**src/sv/key_debounce_shortpress_combo_macros.svh**
```systemverilog
// Assertion macros for the key debounce block.
`ifndef KEY_DEBOUNCE_SHORTPRESS_COMBO_MACROS_SVH
`define KEY_DEBOUNCE_SHORTPRESS_COMBO_MACROS_SVH

`ifndef SYNTH
`define KDSC_ASSERT(lbl, prop) \
  lbl: assert property (@(posedge clk_i) disable iff (!rst_ni) (prop)) \
    else $error("kdsc: assertion failed");
`define KDSC_ASSERT_NEVER(lbl, cond) \
  lbl: assert property (@(posedge clk_i) disable iff (!rst_ni) !(cond)) \
    else $error("kdsc: forbidden condition seen");
`else
`define KDSC_ASSERT(lbl, prop)
`define KDSC_ASSERT_NEVER(lbl, cond)
`endif

`endif

```
**src/sv/kdsc_pkg.sv**
```systemverilog
package kdsc_pkg;

  typedef enum logic [2:0] {
    CMD_TICK      = 3'd0,
    CMD_RD_STABLE = 3'd1,
    CMD_RD_SHORT  = 3'd2,
    CMD_RD_CUR    = 3'd3,
    CMD_CHECK     = 3'd4
  } kdsc_cmd_e;

  typedef enum logic [2:0] {
    REG_DEBOUNCE  = 3'd0,
    REG_PWR_DEB   = 3'd1,
    REG_LVL_ONE   = 3'd2,
    REG_LVL_TWO   = 3'd3,
    REG_LVL_THREE = 3'd4,
    REG_LVL_FOUR  = 3'd5,
    REG_WINDOW    = 3'd6,
    REG_TIMEOUT   = 3'd7
  } kdsc_reg_e;

  // level / state codes
  localparam logic [1:0] LVL_LOW  = 2'd0;
  localparam logic [1:0] LVL_HIGH = 2'd1;
  localparam logic [1:0] LVL_NONE = 2'd2;

  // result codes
  localparam logic [1:0] ST_OFF  = 2'd0;
  localparam logic [1:0] ST_ON   = 2'd1;
  localparam logic [1:0] ST_NONE = 2'd2;

  localparam int unsigned POWER_KEY    = 3;
  localparam int unsigned FIRST_LADDER = 4;
  localparam int unsigned NUM_LADDER   = 4;

  // active level per key: ir, door, power high; wall and ladder low
  localparam logic [7:0] ACT_LVL = 8'b0000_1101;

  // K1 K2 K3 K4 K1 K4 K3 K2
  localparam logic [3:0] CODE_SEQ [8] = '{4'd4, 4'd5, 4'd6, 4'd7, 4'd4, 4'd7, 4'd6, 4'd5};

  localparam logic [7:0]  DEBOUNCE_RST = 8'd20;
  localparam logic [7:0]  PWR_DEB_RST  = 8'd5;
  localparam logic [7:0]  LVL_ONE_RST  = 8'd32;
  localparam logic [7:0]  LVL_TWO_RST  = 8'd96;
  localparam logic [7:0]  LVL_THR_RST  = 8'd160;
  localparam logic [7:0]  LVL_FOUR_RST = 8'd224;
  localparam logic [6:0]  WINDOW_RST   = 7'd16;
  localparam logic [15:0] TIMEOUT_RST  = 16'd500;

  typedef struct packed {
    logic       tick;
    logic       sample;
    logic       act;
    logic [7:0] limit;
    logic       clr_stat;
    logic       clr_sp;
  } kdsc_key_ctl_t;

  typedef struct packed {
    logic [1:0] cur;
    logic [1:0] stat;
    logic [1:0] sp;
    logic       press;
  } kdsc_key_sts_t;

endpackage

```
**src/sv/kdsc_intf.sv**
```systemverilog
interface kdsc_in_if;
  logic       valid;
  logic       ready;
  logic [2:0] cmd;
  logic [2:0] key_id;
  logic       pin_ir;
  logic       pin_wall;
  logic       pin_door;
  logic       pin_power;
  logic [7:0] adc_sample;

  modport source (output valid, cmd, key_id, pin_ir, pin_wall, pin_door, pin_power,
                  adc_sample, input ready);
  modport sink (input valid, cmd, key_id, pin_ir, pin_wall, pin_door, pin_power,
                adc_sample, output ready);
endinterface

interface kdsc_out_if;
  logic       valid;
  logic       ready;
  logic [1:0] status;

  modport source (output valid, status, input ready);
  modport sink (input valid, status, output ready);
endinterface

interface kdsc_cfg_if;
  logic        valid;
  logic        ready;
  logic [2:0]  reg_idx;
  logic [15:0] wdata;

  modport source (output valid, reg_idx, wdata, input ready);
  modport sink (input valid, reg_idx, wdata, output ready);
endinterface

```
**src/sv/kdsc_key.sv**
```systemverilog
module kdsc_key #(
  parameter int unsigned SHORT_PRESS_LIMIT = 500
) (
  input  logic                   clk_i,
  input  logic                   rst_ni,
  input  kdsc_pkg::kdsc_key_ctl_t ctl_i,
  output kdsc_pkg::kdsc_key_sts_t sts_o
);
  import kdsc_pkg::*;

  localparam int unsigned DUR_W = $clog2(SHORT_PRESS_LIMIT + 1);
  localparam logic [DUR_W-1:0] DUR_MAX = DUR_W'(SHORT_PRESS_LIMIT);

  logic [1:0]       cur_q, cur_d;
  logic [1:0]       stat_q, stat_d;
  logic [1:0]       sp_q, sp_d;
  logic [7:0]       cnt_q, cnt_d;
  logic [DUR_W-1:0] dur_q, dur_d;
  logic [1:0]       samp;
  logic             press;

  assign samp = {1'b0, ctl_i.sample};

  always_comb begin
    cur_d  = cur_q;
    stat_d = stat_q;
    sp_d   = sp_q;
    cnt_d  = cnt_q;
    dur_d  = dur_q;
    press  = 1'b0;
    if (ctl_i.tick) begin
      cur_d = samp;
      if (sp_q == LVL_LOW) begin
        if (dur_q < DUR_MAX) begin
          dur_d = dur_q + 1'b1;
        end else begin
          sp_d = LVL_NONE;
        end
      end
      if (samp != cur_q) begin
        cnt_d  = '0;
        stat_d = LVL_NONE;
      end else if (cnt_q < ctl_i.limit) begin
        cnt_d = cnt_q + 8'd1;
      end else if (cnt_q == ctl_i.limit) begin
        stat_d = samp;
        cnt_d  = cnt_q + 8'd1;
        if (ctl_i.sample == ctl_i.act) begin
          press = 1'b1;
          dur_d = '0;
          sp_d  = LVL_LOW;
        end else if (dur_d < DUR_MAX && sp_d == LVL_LOW) begin
          sp_d = LVL_HIGH;
        end
      end
    end else begin
      if (ctl_i.clr_stat) begin
        stat_d = LVL_NONE;
      end
      if (ctl_i.clr_sp) begin
        sp_d = LVL_NONE;
      end
    end
  end

  always_ff @(posedge clk_i or negedge rst_ni) begin
    if (!rst_ni) begin
      cur_q  <= LVL_NONE;
      stat_q <= LVL_NONE;
      sp_q   <= LVL_NONE;
      cnt_q  <= '0;
      dur_q  <= '0;
    end else begin
      cur_q  <= cur_d;
      stat_q <= stat_d;
      sp_q   <= sp_d;
      cnt_q  <= cnt_d;
      dur_q  <= dur_d;
    end
  end

  assign sts_o = '{cur: cur_q, stat: stat_q, sp: sp_q, press: press};

endmodule

```
**src/sv/key_debounce_shortpress_combo.sv**
```systemverilog
// Key debounce with resistor-ladder decode and combination code.
//
// in_i  : one item per command (tick, read stable, read short press, read
//         current, check code) with key id, four pin levels and an ADC value.
// res_o : one status item for every accepted item, in order.
// cfg_i : register writes (index 0..7), always ready; write only while idle.
//
// An accepted item lands in an input register; it is then executed, once the
// result register is free or being taken, against the key state and its status
// is loaded into the result register, which drives res_o.valid. Throughput is
// one item per cycle while res_o takes results, set by the single execute
// stage where all keys update in parallel.
// When res_o stalls, one more item is held in the input register and in_i
// drops ready only once both registers are full.
//
// Reset loads register defaults, puts every key in the none state, empties
// the press history and loads the history timer with the default timeout.
`include "key_debounce_shortpress_combo_macros.svh"

module key_debounce_shortpress_combo #(
  parameter int unsigned NUM_KEYS          = 8,
  parameter int unsigned CODE_LENGTH       = 8,
  parameter int unsigned SHORT_PRESS_LIMIT = 500
) (
  input logic        clk_i,
  input logic        rst_ni,
  kdsc_in_if.sink    in_i,
  kdsc_out_if.source res_o,
  kdsc_cfg_if.sink   cfg_i
);
  import kdsc_pkg::*;

  localparam int unsigned KEY_W  = $clog2(NUM_KEYS);
  localparam int unsigned KEY_CW = 5;

  // configuration
  logic [7:0]  deb_q, pwr_q;
  logic [7:0]  lvl_q [NUM_LADDER];
  logic [6:0]  win_q;
  logic [15:0] tmo_q;

  assign cfg_i.ready = 1'b1;

  always_ff @(posedge clk_i or negedge rst_ni) begin
    if (!rst_ni) begin
      deb_q    <= DEBOUNCE_RST;
      pwr_q    <= PWR_DEB_RST;
      lvl_q[0] <= LVL_ONE_RST;
      lvl_q[1] <= LVL_TWO_RST;
      lvl_q[2] <= LVL_THR_RST;
      lvl_q[3] <= LVL_FOUR_RST;
      win_q    <= WINDOW_RST;
      tmo_q    <= TIMEOUT_RST;
    end else if (cfg_i.valid) begin
      case (kdsc_reg_e'(cfg_i.reg_idx))
        REG_DEBOUNCE:  deb_q    <= cfg_i.wdata[7:0];
        REG_PWR_DEB:   pwr_q    <= cfg_i.wdata[7:0];
        REG_LVL_ONE:   lvl_q[0] <= cfg_i.wdata[7:0];
        REG_LVL_TWO:   lvl_q[1] <= cfg_i.wdata[7:0];
        REG_LVL_THREE: lvl_q[2] <= cfg_i.wdata[7:0];
        REG_LVL_FOUR:  lvl_q[3] <= cfg_i.wdata[7:0];
        REG_WINDOW:    win_q    <= cfg_i.wdata[6:0];
        REG_TIMEOUT:   tmo_q    <= cfg_i.wdata;
        default: ;
      endcase
    end
  end

  // input register
  logic       s1_valid_q;
  logic [2:0] s1_cmd_q, s1_key_q;
  logic [3:0] s1_pins_q;
  logic [7:0] s1_adc_q;
  logic       out_valid_q;
  logic [1:0] out_status_q, status_d;
  logic       exec;

  assign exec       = s1_valid_q && (!out_valid_q || res_o.ready);
  assign in_i.ready = !s1_valid_q || exec;

  always_ff @(posedge clk_i or negedge rst_ni) begin
    if (!rst_ni) begin
      s1_valid_q  <= 1'b0;
      out_valid_q <= 1'b0;
    end else begin
      if (in_i.valid && in_i.ready) begin
        s1_valid_q <= 1'b1;
      end else if (exec) begin
        s1_valid_q <= 1'b0;
      end
      if (exec) begin
        out_valid_q <= 1'b1;
      end else if (res_o.ready) begin
        out_valid_q <= 1'b0;
      end
    end
  end

  always_ff @(posedge clk_i) begin
    if (in_i.valid && in_i.ready) begin
      s1_cmd_q  <= in_i.cmd;
      s1_key_q  <= in_i.key_id;
      s1_pins_q <= {in_i.pin_power, in_i.pin_door, in_i.pin_wall, in_i.pin_ir};
      s1_adc_q  <= in_i.adc_sample;
    end
    if (exec) begin
      out_status_q <= status_d;
    end
  end

  assign res_o.valid  = out_valid_q;
  assign res_o.status = out_status_q;

  // ladder decode, first window wins
  logic [NUM_LADDER-1:0] lad_hit, lad_first;

  always_comb begin
    logic seen;
    seen = 1'b0;
    for (int j = 0; j < NUM_LADDER; j++) begin
      lad_hit[j] = ({1'b0, s1_adc_q} + {2'b0, win_q} >= {1'b0, lvl_q[j]}) &&
                   ({1'b0, s1_adc_q} <= {1'b0, lvl_q[j]} + {2'b0, win_q});
      lad_first[j] = lad_hit[j] && !seen;
      seen = seen | lad_hit[j];
    end
  end

  // command decode
  logic            is_tick, key_ok;
  logic [KEY_W-1:0] key_idx;
  kdsc_cmd_e       cmd;

  assign cmd     = kdsc_cmd_e'(s1_cmd_q);
  assign is_tick = exec && (cmd == CMD_TICK);
  assign key_ok  = KEY_CW'(s1_key_q) < KEY_CW'(NUM_KEYS);
  assign key_idx = KEY_W'(s1_key_q);

  // keys
  kdsc_key_sts_t          key_sts [NUM_KEYS];
  logic [NUM_KEYS-1:0]   act_vec;
  logic [NUM_LADDER-1:0] push_vec;

  for (genvar k = 0; k < NUM_KEYS; k++) begin : g_key
    kdsc_key_ctl_t ctl;
    logic          samp;
    logic          sel;

    if (k < FIRST_LADDER) begin : g_pin
      assign samp       = s1_pins_q[k];
      assign act_vec[k] = ACT_LVL[k];
    end else if (k < FIRST_LADDER + NUM_LADDER) begin : g_lad
      assign samp                        = ~lad_first[k - FIRST_LADDER];
      assign act_vec[k]                  = ACT_LVL[k];
      assign push_vec[k - FIRST_LADDER]  = key_sts[k].press;
    end else begin : g_extra
      assign samp       = 1'b1;
      assign act_vec[k] = 1'b0;
    end

    assign sel = exec && key_ok && (key_idx == KEY_W'(k));
    assign ctl = '{
      tick:     is_tick,
      sample:   samp,
      act:      act_vec[k],
      limit:    (k == POWER_KEY) ? pwr_q : deb_q,
      clr_stat: sel && (cmd == CMD_RD_STABLE),
      clr_sp:   sel && (cmd == CMD_RD_SHORT) && (key_sts[k].sp == LVL_HIGH)
    };

    kdsc_key #(
      .SHORT_PRESS_LIMIT(SHORT_PRESS_LIMIT)
    ) u_key (
      .clk_i (clk_i),
      .rst_ni(rst_ni),
      .ctl_i (ctl),
      .sts_o (key_sts[k])
    );
  end

  for (genvar j = 0; j < NUM_LADDER; j++) begin : g_nopush
    if (FIRST_LADDER + j >= NUM_KEYS) begin : g_tie
      assign push_vec[j] = 1'b0;
    end
  end

  // press history
  logic [3:0]             hist_q [CODE_LENGTH];
  logic [3:0]             hist_d [CODE_LENGTH];
  logic [CODE_LENGTH-1:0] hist_vld_q, hist_vld_d;
  logic [15:0]            timer_q, timer_d, timer_sel;
  logic [3:0]             push_key;
  logic                   push, code_match;

  assign push = |push_vec;

  always_comb begin
    push_key = 4'(FIRST_LADDER);
    for (int j = NUM_LADDER - 1; j >= 0; j--) begin
      if (push_vec[j]) begin
        push_key = 4'(FIRST_LADDER + j);
      end
    end
  end

  always_comb begin
    code_match = &hist_vld_q;
    for (int i = 0; i < CODE_LENGTH; i++) begin
      if (hist_q[i] != CODE_SEQ[i % 8]) begin
        code_match = 1'b0;
      end
    end
  end

  assign timer_sel = push ? tmo_q : timer_q;

  always_comb begin
    hist_d     = hist_q;
    hist_vld_d = hist_vld_q;
    timer_d    = timer_q;
    if (is_tick) begin
      if (push) begin
        for (int i = 0; i < CODE_LENGTH - 1; i++) begin
          hist_d[i]     = hist_q[i + 1];
          hist_vld_d[i] = hist_vld_q[i + 1];
        end
        hist_d[CODE_LENGTH - 1]     = push_key;
        hist_vld_d[CODE_LENGTH - 1] = 1'b1;
      end
      if (timer_sel == '0) begin
        hist_vld_d = '0;
        timer_d    = '0;
      end else begin
        timer_d = timer_sel - 16'd1;
      end
    end else if (exec && cmd == CMD_CHECK && code_match) begin
      hist_vld_d = '0;
    end
  end

  always_ff @(posedge clk_i or negedge rst_ni) begin
    if (!rst_ni) begin
      hist_vld_q <= '0;
      timer_q    <= TIMEOUT_RST;
    end else begin
      hist_vld_q <= hist_vld_d;
      timer_q    <= timer_d;
    end
  end

  always_ff @(posedge clk_i) begin
    hist_q <= hist_d;
  end

  // result
  kdsc_key_sts_t sel_sts;
  logic [1:0]    act2;

  assign sel_sts = key_ok ? key_sts[key_idx]
                          : '{cur: LVL_NONE, stat: LVL_NONE, sp: LVL_NONE, press: 1'b0};
  assign act2    = {1'b0, act_vec[key_idx]};

  always_comb begin
    status_d = ST_OFF;
    case (cmd)
      CMD_TICK: status_d = ST_OFF;
      CMD_RD_STABLE: begin
        if (!key_ok || sel_sts.stat == LVL_NONE) begin
          status_d = ST_NONE;
        end else if (sel_sts.stat == act2) begin
          status_d = ST_ON;
        end else begin
          status_d = ST_OFF;
        end
      end
      CMD_RD_SHORT: status_d = (key_ok && sel_sts.sp == LVL_HIGH) ? ST_ON : ST_NONE;
      CMD_RD_CUR:   status_d = (key_ok && sel_sts.cur == act2) ? ST_ON : ST_OFF;
      CMD_CHECK:    status_d = code_match ? ST_ON : ST_OFF;
      default:      status_d = ST_OFF;
    endcase
  end

  `KDSC_ASSERT(a_exec_loads_out, exec |=> out_valid_q)
  `KDSC_ASSERT(a_s1_held, (s1_valid_q && !exec) |=> s1_valid_q)
  `KDSC_ASSERT(a_hist_contig, ((~hist_vld_q) & ((~hist_vld_q) + CODE_LENGTH'(1))) == '0)
  `KDSC_ASSERT_NEVER(a_multi_push, is_tick && !$onehot0(push_vec))

endmodule

```
**src/flat_wrapper.sv**
```systemverilog
// flat-port wrapper written by rule: the top's interface ports become plain ports
module key_debounce_shortpress_combo_flat import kdsc_pkg::*;
#(
  parameter int unsigned NUM_KEYS          = 8,
  parameter int unsigned CODE_LENGTH       = 8,
  parameter int unsigned SHORT_PRESS_LIMIT = 500
)
  (clk_i, rst_ni, in_i_valid, in_i_cmd, in_i_key_id, in_i_pin_ir, in_i_pin_wall, in_i_pin_door, in_i_pin_power, in_i_adc_sample, in_i_ready, res_o_valid, res_o_status, res_o_ready, cfg_i_valid, cfg_i_reg_idx, cfg_i_wdata, cfg_i_ready);
  kdsc_in_if in_i_i ();
  kdsc_out_if res_o_i ();
  kdsc_cfg_if cfg_i_i ();
  input logic clk_i;
  input logic rst_ni;
  input wire logic [$bits(in_i_i.valid)-1:0] in_i_valid;
  input wire logic [$bits(in_i_i.cmd)-1:0] in_i_cmd;
  input wire logic [$bits(in_i_i.key_id)-1:0] in_i_key_id;
  input wire logic [$bits(in_i_i.pin_ir)-1:0] in_i_pin_ir;
  input wire logic [$bits(in_i_i.pin_wall)-1:0] in_i_pin_wall;
  input wire logic [$bits(in_i_i.pin_door)-1:0] in_i_pin_door;
  input wire logic [$bits(in_i_i.pin_power)-1:0] in_i_pin_power;
  input wire logic [$bits(in_i_i.adc_sample)-1:0] in_i_adc_sample;
  output wire logic [$bits(in_i_i.ready)-1:0] in_i_ready;
  output wire logic [$bits(res_o_i.valid)-1:0] res_o_valid;
  output wire logic [$bits(res_o_i.status)-1:0] res_o_status;
  input wire logic [$bits(res_o_i.ready)-1:0] res_o_ready;
  input wire logic [$bits(cfg_i_i.valid)-1:0] cfg_i_valid;
  input wire logic [$bits(cfg_i_i.reg_idx)-1:0] cfg_i_reg_idx;
  input wire logic [$bits(cfg_i_i.wdata)-1:0] cfg_i_wdata;
  output wire logic [$bits(cfg_i_i.ready)-1:0] cfg_i_ready;
  assign in_i_i.valid = in_i_valid;
  assign in_i_i.cmd = in_i_cmd;
  assign in_i_i.key_id = in_i_key_id;
  assign in_i_i.pin_ir = in_i_pin_ir;
  assign in_i_i.pin_wall = in_i_pin_wall;
  assign in_i_i.pin_door = in_i_pin_door;
  assign in_i_i.pin_power = in_i_pin_power;
  assign in_i_i.adc_sample = in_i_adc_sample;
  assign in_i_ready = in_i_i.ready;
  assign res_o_valid = res_o_i.valid;
  assign res_o_status = res_o_i.status;
  assign res_o_i.ready = res_o_ready;
  assign cfg_i_i.valid = cfg_i_valid;
  assign cfg_i_i.reg_idx = cfg_i_reg_idx;
  assign cfg_i_i.wdata = cfg_i_wdata;
  assign cfg_i_ready = cfg_i_i.ready;
  key_debounce_shortpress_combo #(.NUM_KEYS(NUM_KEYS), .CODE_LENGTH(CODE_LENGTH), .SHORT_PRESS_LIMIT(SHORT_PRESS_LIMIT)) u_core (.clk_i(clk_i), .rst_ni(rst_ni), .in_i(in_i_i), .res_o(res_o_i), .cfg_i(cfg_i_i));
endmodule
```
**config.mk**
```make
export PLATFORM = sky130hd
export DESIGN_NAME = key_debounce_shortpress_combo_flat
export DESIGN_NICKNAME = d
export VERILOG_FILES = /design/src/sv/kdsc_pkg.sv /design/src/sv/kdsc_intf.sv /design/src/sv/kdsc_key.sv /design/src/sv/key_debounce_shortpress_combo.sv /design/src/flat_wrapper.sv
export VERILOG_INCLUDE_DIRS = /design/src /design/src/sv
export SDC_FILE = /design/constraint.sdc
export NUM_CORES = 1
export LEC_CHECK = 0
export BUFFER_PORTS_ARGS = -buffer_cell sky130_fd_sc_hd__buf_2
export CAP_MARGIN = 20
export CORE_MARGIN = 3
export CORE_UTILIZATION = 55
export DETAILED_ROUTE_END_ITERATION = 10
export HOLD_SLACK_MARGIN = 0.02
export PLACE_DENSITY_LB_ADDON = 0.25
export SETUP_SLACK_MARGIN = 0.3
export SYNTH_ARGS = -nofsm -noshare
export SYNTH_HDL_FRONTEND = slang
export SYNTH_SLANG_ARGS = --single-unit
```
**constraint.sdc**
```tcl
create_clock -name clk_i -period 8 [get_ports clk_i]
set_input_delay 0.8 -clock clk_i [delete_from_list [all_inputs] [get_ports clk_i]]
set_output_delay 0.8 -clock clk_i [all_outputs]
set_load 0.02 [all_outputs]
```
==> results.md <==
- Yosys cell types: 87
- Core Region: 36,700 um2
- Drt via density: 6.31
- Status: finished clean
- Synthesized area per cell: 9.19 um2
- Slew @ Worst Pin: 1.02 ns
- Skew-Pair Late Insertion Delay: 0.54 ns
- Cts bufs inserted: 36
- Filler Cells Inserted: 3,099
- Post-CTS Setup Bufs: 0
- Cell Area, Synth: 20,500 um2
- Placed Area: 21,200 um2
- WP data arrival: 6.95 ns
- Total power: 6.56 mW
- CP required: 8.42 ns
- Worst Reg2Reg Path Length in Cells: 19
- DIE HEIGHT: 199 um
- Type of destination of the critical path: flop
- Wirelength per Cell: 19.5 um
- Number of global-route vias before repair: 17.0k
- Clk sinks: 311
- Final Slew Violations: 0
- Synthesized net count: 2,462
- Grt ovf: 0
- Share of the synthesized area in the top cell type: 0.283
- Worst-path clk slew: 0.06 ns
- Util after Layout: 0.611
- # DRC: 0
- H-Tree Depth: 2
- GPL Wtd Cong: 0.928
- Share of layout cells above drive strength 1: 0.118
- Setup ws final: 1.47 ns
- WS Path Type: reg -> reg
- IO buf count: 45
- Via count: 17.4k
- Die W: 199 um
- Final hold vios: 0
- Fin Clk Skew: 0.0250 ns
- Slew HR: 0.322
- Tmin final: 6.53 ns
- Final setup viols: 0
- Cell Rows: 70
- # hold bufs at CTS: 0
- Synth Warn #: 0
- Die Area: 39,700 um2
- Layout net count: 2,489
- Post-synth EDFFs: 36
- Drt initial violations: 1,496
- Post-route cell area: 22,400 um2
- Unrepaired setup endpoints after global routing: no
- Post-CTS sizing: 0
- Dpl hpwl: 37,900 um
- Pwr Density: 293 nW/um2
- Post-route ant nets: 0
- Initial Utilization: 0.559
- Async set-reset flop share out of synthesis: 0.881
- Pin count of the biggest net entering global routing: 147
- # diodes: 0
- Yosys reg bits: 311
- Pre-CTS WS: 1.50 ns
- Layout area overhead: 9.18%
- Worst vdd rail ir drop: 0.000226 V
- FMAX: 0.153 GHz
- Seq/Total Area, Yosys: 0.390
- Area contributors post-synth: dfrtp_1 28%, ha_1 11%, dfstp_2 5.4%, edfxtp_1 5.3%, o21ai_0 4.6%
- Setup TNS Final: 0 ns
- Worst hold path class: in -> async
- Lkg Pwr: 9.79 nW
- Total track usage: 0.270
- Yosys top cell by area: dfrtp_1
- First-pass GRT wire length: 86,600 um
- Initial antenna violation count: 0
- IO Pins: 47
- Cell with the most instances after synthesis: nand2_1
- DRT Pass-1 Iters: 5
- Root Buffer: clkbuf_16
- CTS max path bufs: 3
- DRT Wirelength: 53,800 um
- CTS tree: yes
- Max Cap Viol: 0
- Main flop type after synthesis: dfrtp_1
- Maximum fanout along the worst path: 20
- Syn Inst Count: 2,234
- CP Launch Type: flop
- Period utilization: 0.816
- Top cells by count, synth: 234 x nand2_1, 232 x dfrtp_1, 187 x o21ai_0, 181 x ha_1, 172 x nor2_1
==> logic make-up (layout without fill, tap and decap cells) <==
logic type / after synthesis / count (layout) / synth area share
AO/OA/AOI/OAI: 632 / 632 / 0.197
XOR/XNOR: 76 / 76 / 0.0324
adder cells (fa/ha/maj): 186 / 186 / 0.115
buffers and inverters: 176 / 231 / 0.0332
flip-flops: 311 / 311 / 0.390
multiplexers: 86 / 86 / 0.0496
other: 1 / 1 / 0.000183
AND/OR/NAND/NOR: 766 / 766 / 0.182
==> cells in the final DEF, fill, tap and decap left out, drive strengths merged, types with 26 or more instances in the layout <==
| master | instances |
|---|---|
| xor2 | 34 |
| dfrtp | 232 |
| nor2 | 172 |
| nand3 | 55 |
| inv | 103 |
| and3 | 30 |
| a21oi | 158 |
| o21ai | 187 |
| a21o | 35 |
| a31oi | 26 |
| mux2 | 63 |
| buf | 62 |
| nor3 | 46 |
| nand4 | 70 |
| o31ai | 30 |
| nand2b | 27 |
| clkbuf | 61 |
| edfxtp | 36 |
| dfstp | 42 |
| xnor2 | 42 |
| ha | 181 |
| nand2 | 235 |
==> worst max-delay path: stages (launching register included) <==
cell      delay, ns
dfrtp_1        0.67
inv_1          0.12
fa_1           0.45
nor2b_1        0.20
o21ai_0        0.12
a21boi_0       0.64
ha_1           0.40
a211oi_1       0.22
a31oi_1        0.11
o32ai_1        0.54
a21bo_2        0.33
a311oi_4       0.34
or2_4          0.38
mux2i_1        0.34
ha_1           0.30
inv_1          0.16
or4b_2         0.65
mux2i_1        0.21
o21a_1         0.15
o21ai_0        0.08
==> where the power goes <==
| group | internal (mW) | switching [mW] |
|---|---|---|
| clock | 0.984 | 0.666 |
| combinational | 1.10 | 1.53 |
| sequential | 1.95 | 0.330 |
| total | 4.04 | 2.52 |
==> sequential cells by signal (all words and copies together), names as in the netlist <==
register and flops:
u_core.act2 1, u_core.win_q 7, u_core.g_key.u_key.dur_q 72, u_core.hist_q 16, u_core.tmo_q 16, u_core.g_key.u_key.cnt_q 64, u_core.s1_valid_q 1, u_core.res_o.status 2
u_core.timer_q 16, u_core.g_key.u_key.stat_q 16, u_core.cmd 3, u_core.deb_q 8, u_core.g_key.u_key.cur_q 9, u_core.s1_pins_q 4, u_core.s1_adc_q 8, u_core.hist_vld_q 8
u_core.res_o.valid 1, u_core.key_idx 3, u_core.g_key.u_key.sp_q 16, u_core.lvl_q 32, u_core.pwr_q 8
==> layout make-up <==
class | instances | area, um2 | area share
clock buffer | 61 | 1160 | 0.0516
clock inverter | 5 | 36.3 | 0.00162
inverter | 103 | 387 | 0.0173
multi-input combinational | 1747 | 11900 | 0.529
sequential | 311 | 8010 | 0.357
tap | 468 | 586 | 0.0261
timing repair buffer | 62 | 373 | 0.0166
==> routing by layer <==
layer	track usage	wire length [um]	vias up
li1	-	-	8301
met1	0.358	23500	8450
met2	0.440	25000	509
met3	0.0445	3380	136
met4	0.118	2050	0
met5	0	0	-
==> through the flow <==
stage          hold slack [ns]  instances
2_1_floorplan            0.417       2234
3_3_place_gp             0.423       2690
3_5_place_dp             0.437       2690
4_1_cts                  0.417       2756
5_1_grt                  0.423       2757
6_report                 0.390       2757
==> worst paths after layout <==
path	startpoint	end	slack, ns
worst max-delay path	u_core.win_q[1]$_DFFE_PN0P_	u_core.timer_q[12]$_DFFE_PN0P_	1.47
worst min-delay path	rst_ni	u_core.g_key[1].u_key.cnt_q[1]$_DFFE_PN0P_	0.39
worst max register to register	u_core.win_q[1]$_DFFE_PN0P_	u_core.timer_q[12]$_DFFE_PN0P_	1.47
worst min register to register	u_core.hist_q[25]$_DFFE_PP_	u_core.hist_q[29]$_DFFE_PP_	0.44
max in group asynchronous	rst_ni	u_core.timer_q[1]$_DFFE_PN0P_	6.21
min in group clk_i	in_i_adc_sample[3]	u_core.s1_adc_q[3]$_DFFE_PP_	0.44
Power figures use the tool's default switching activity.
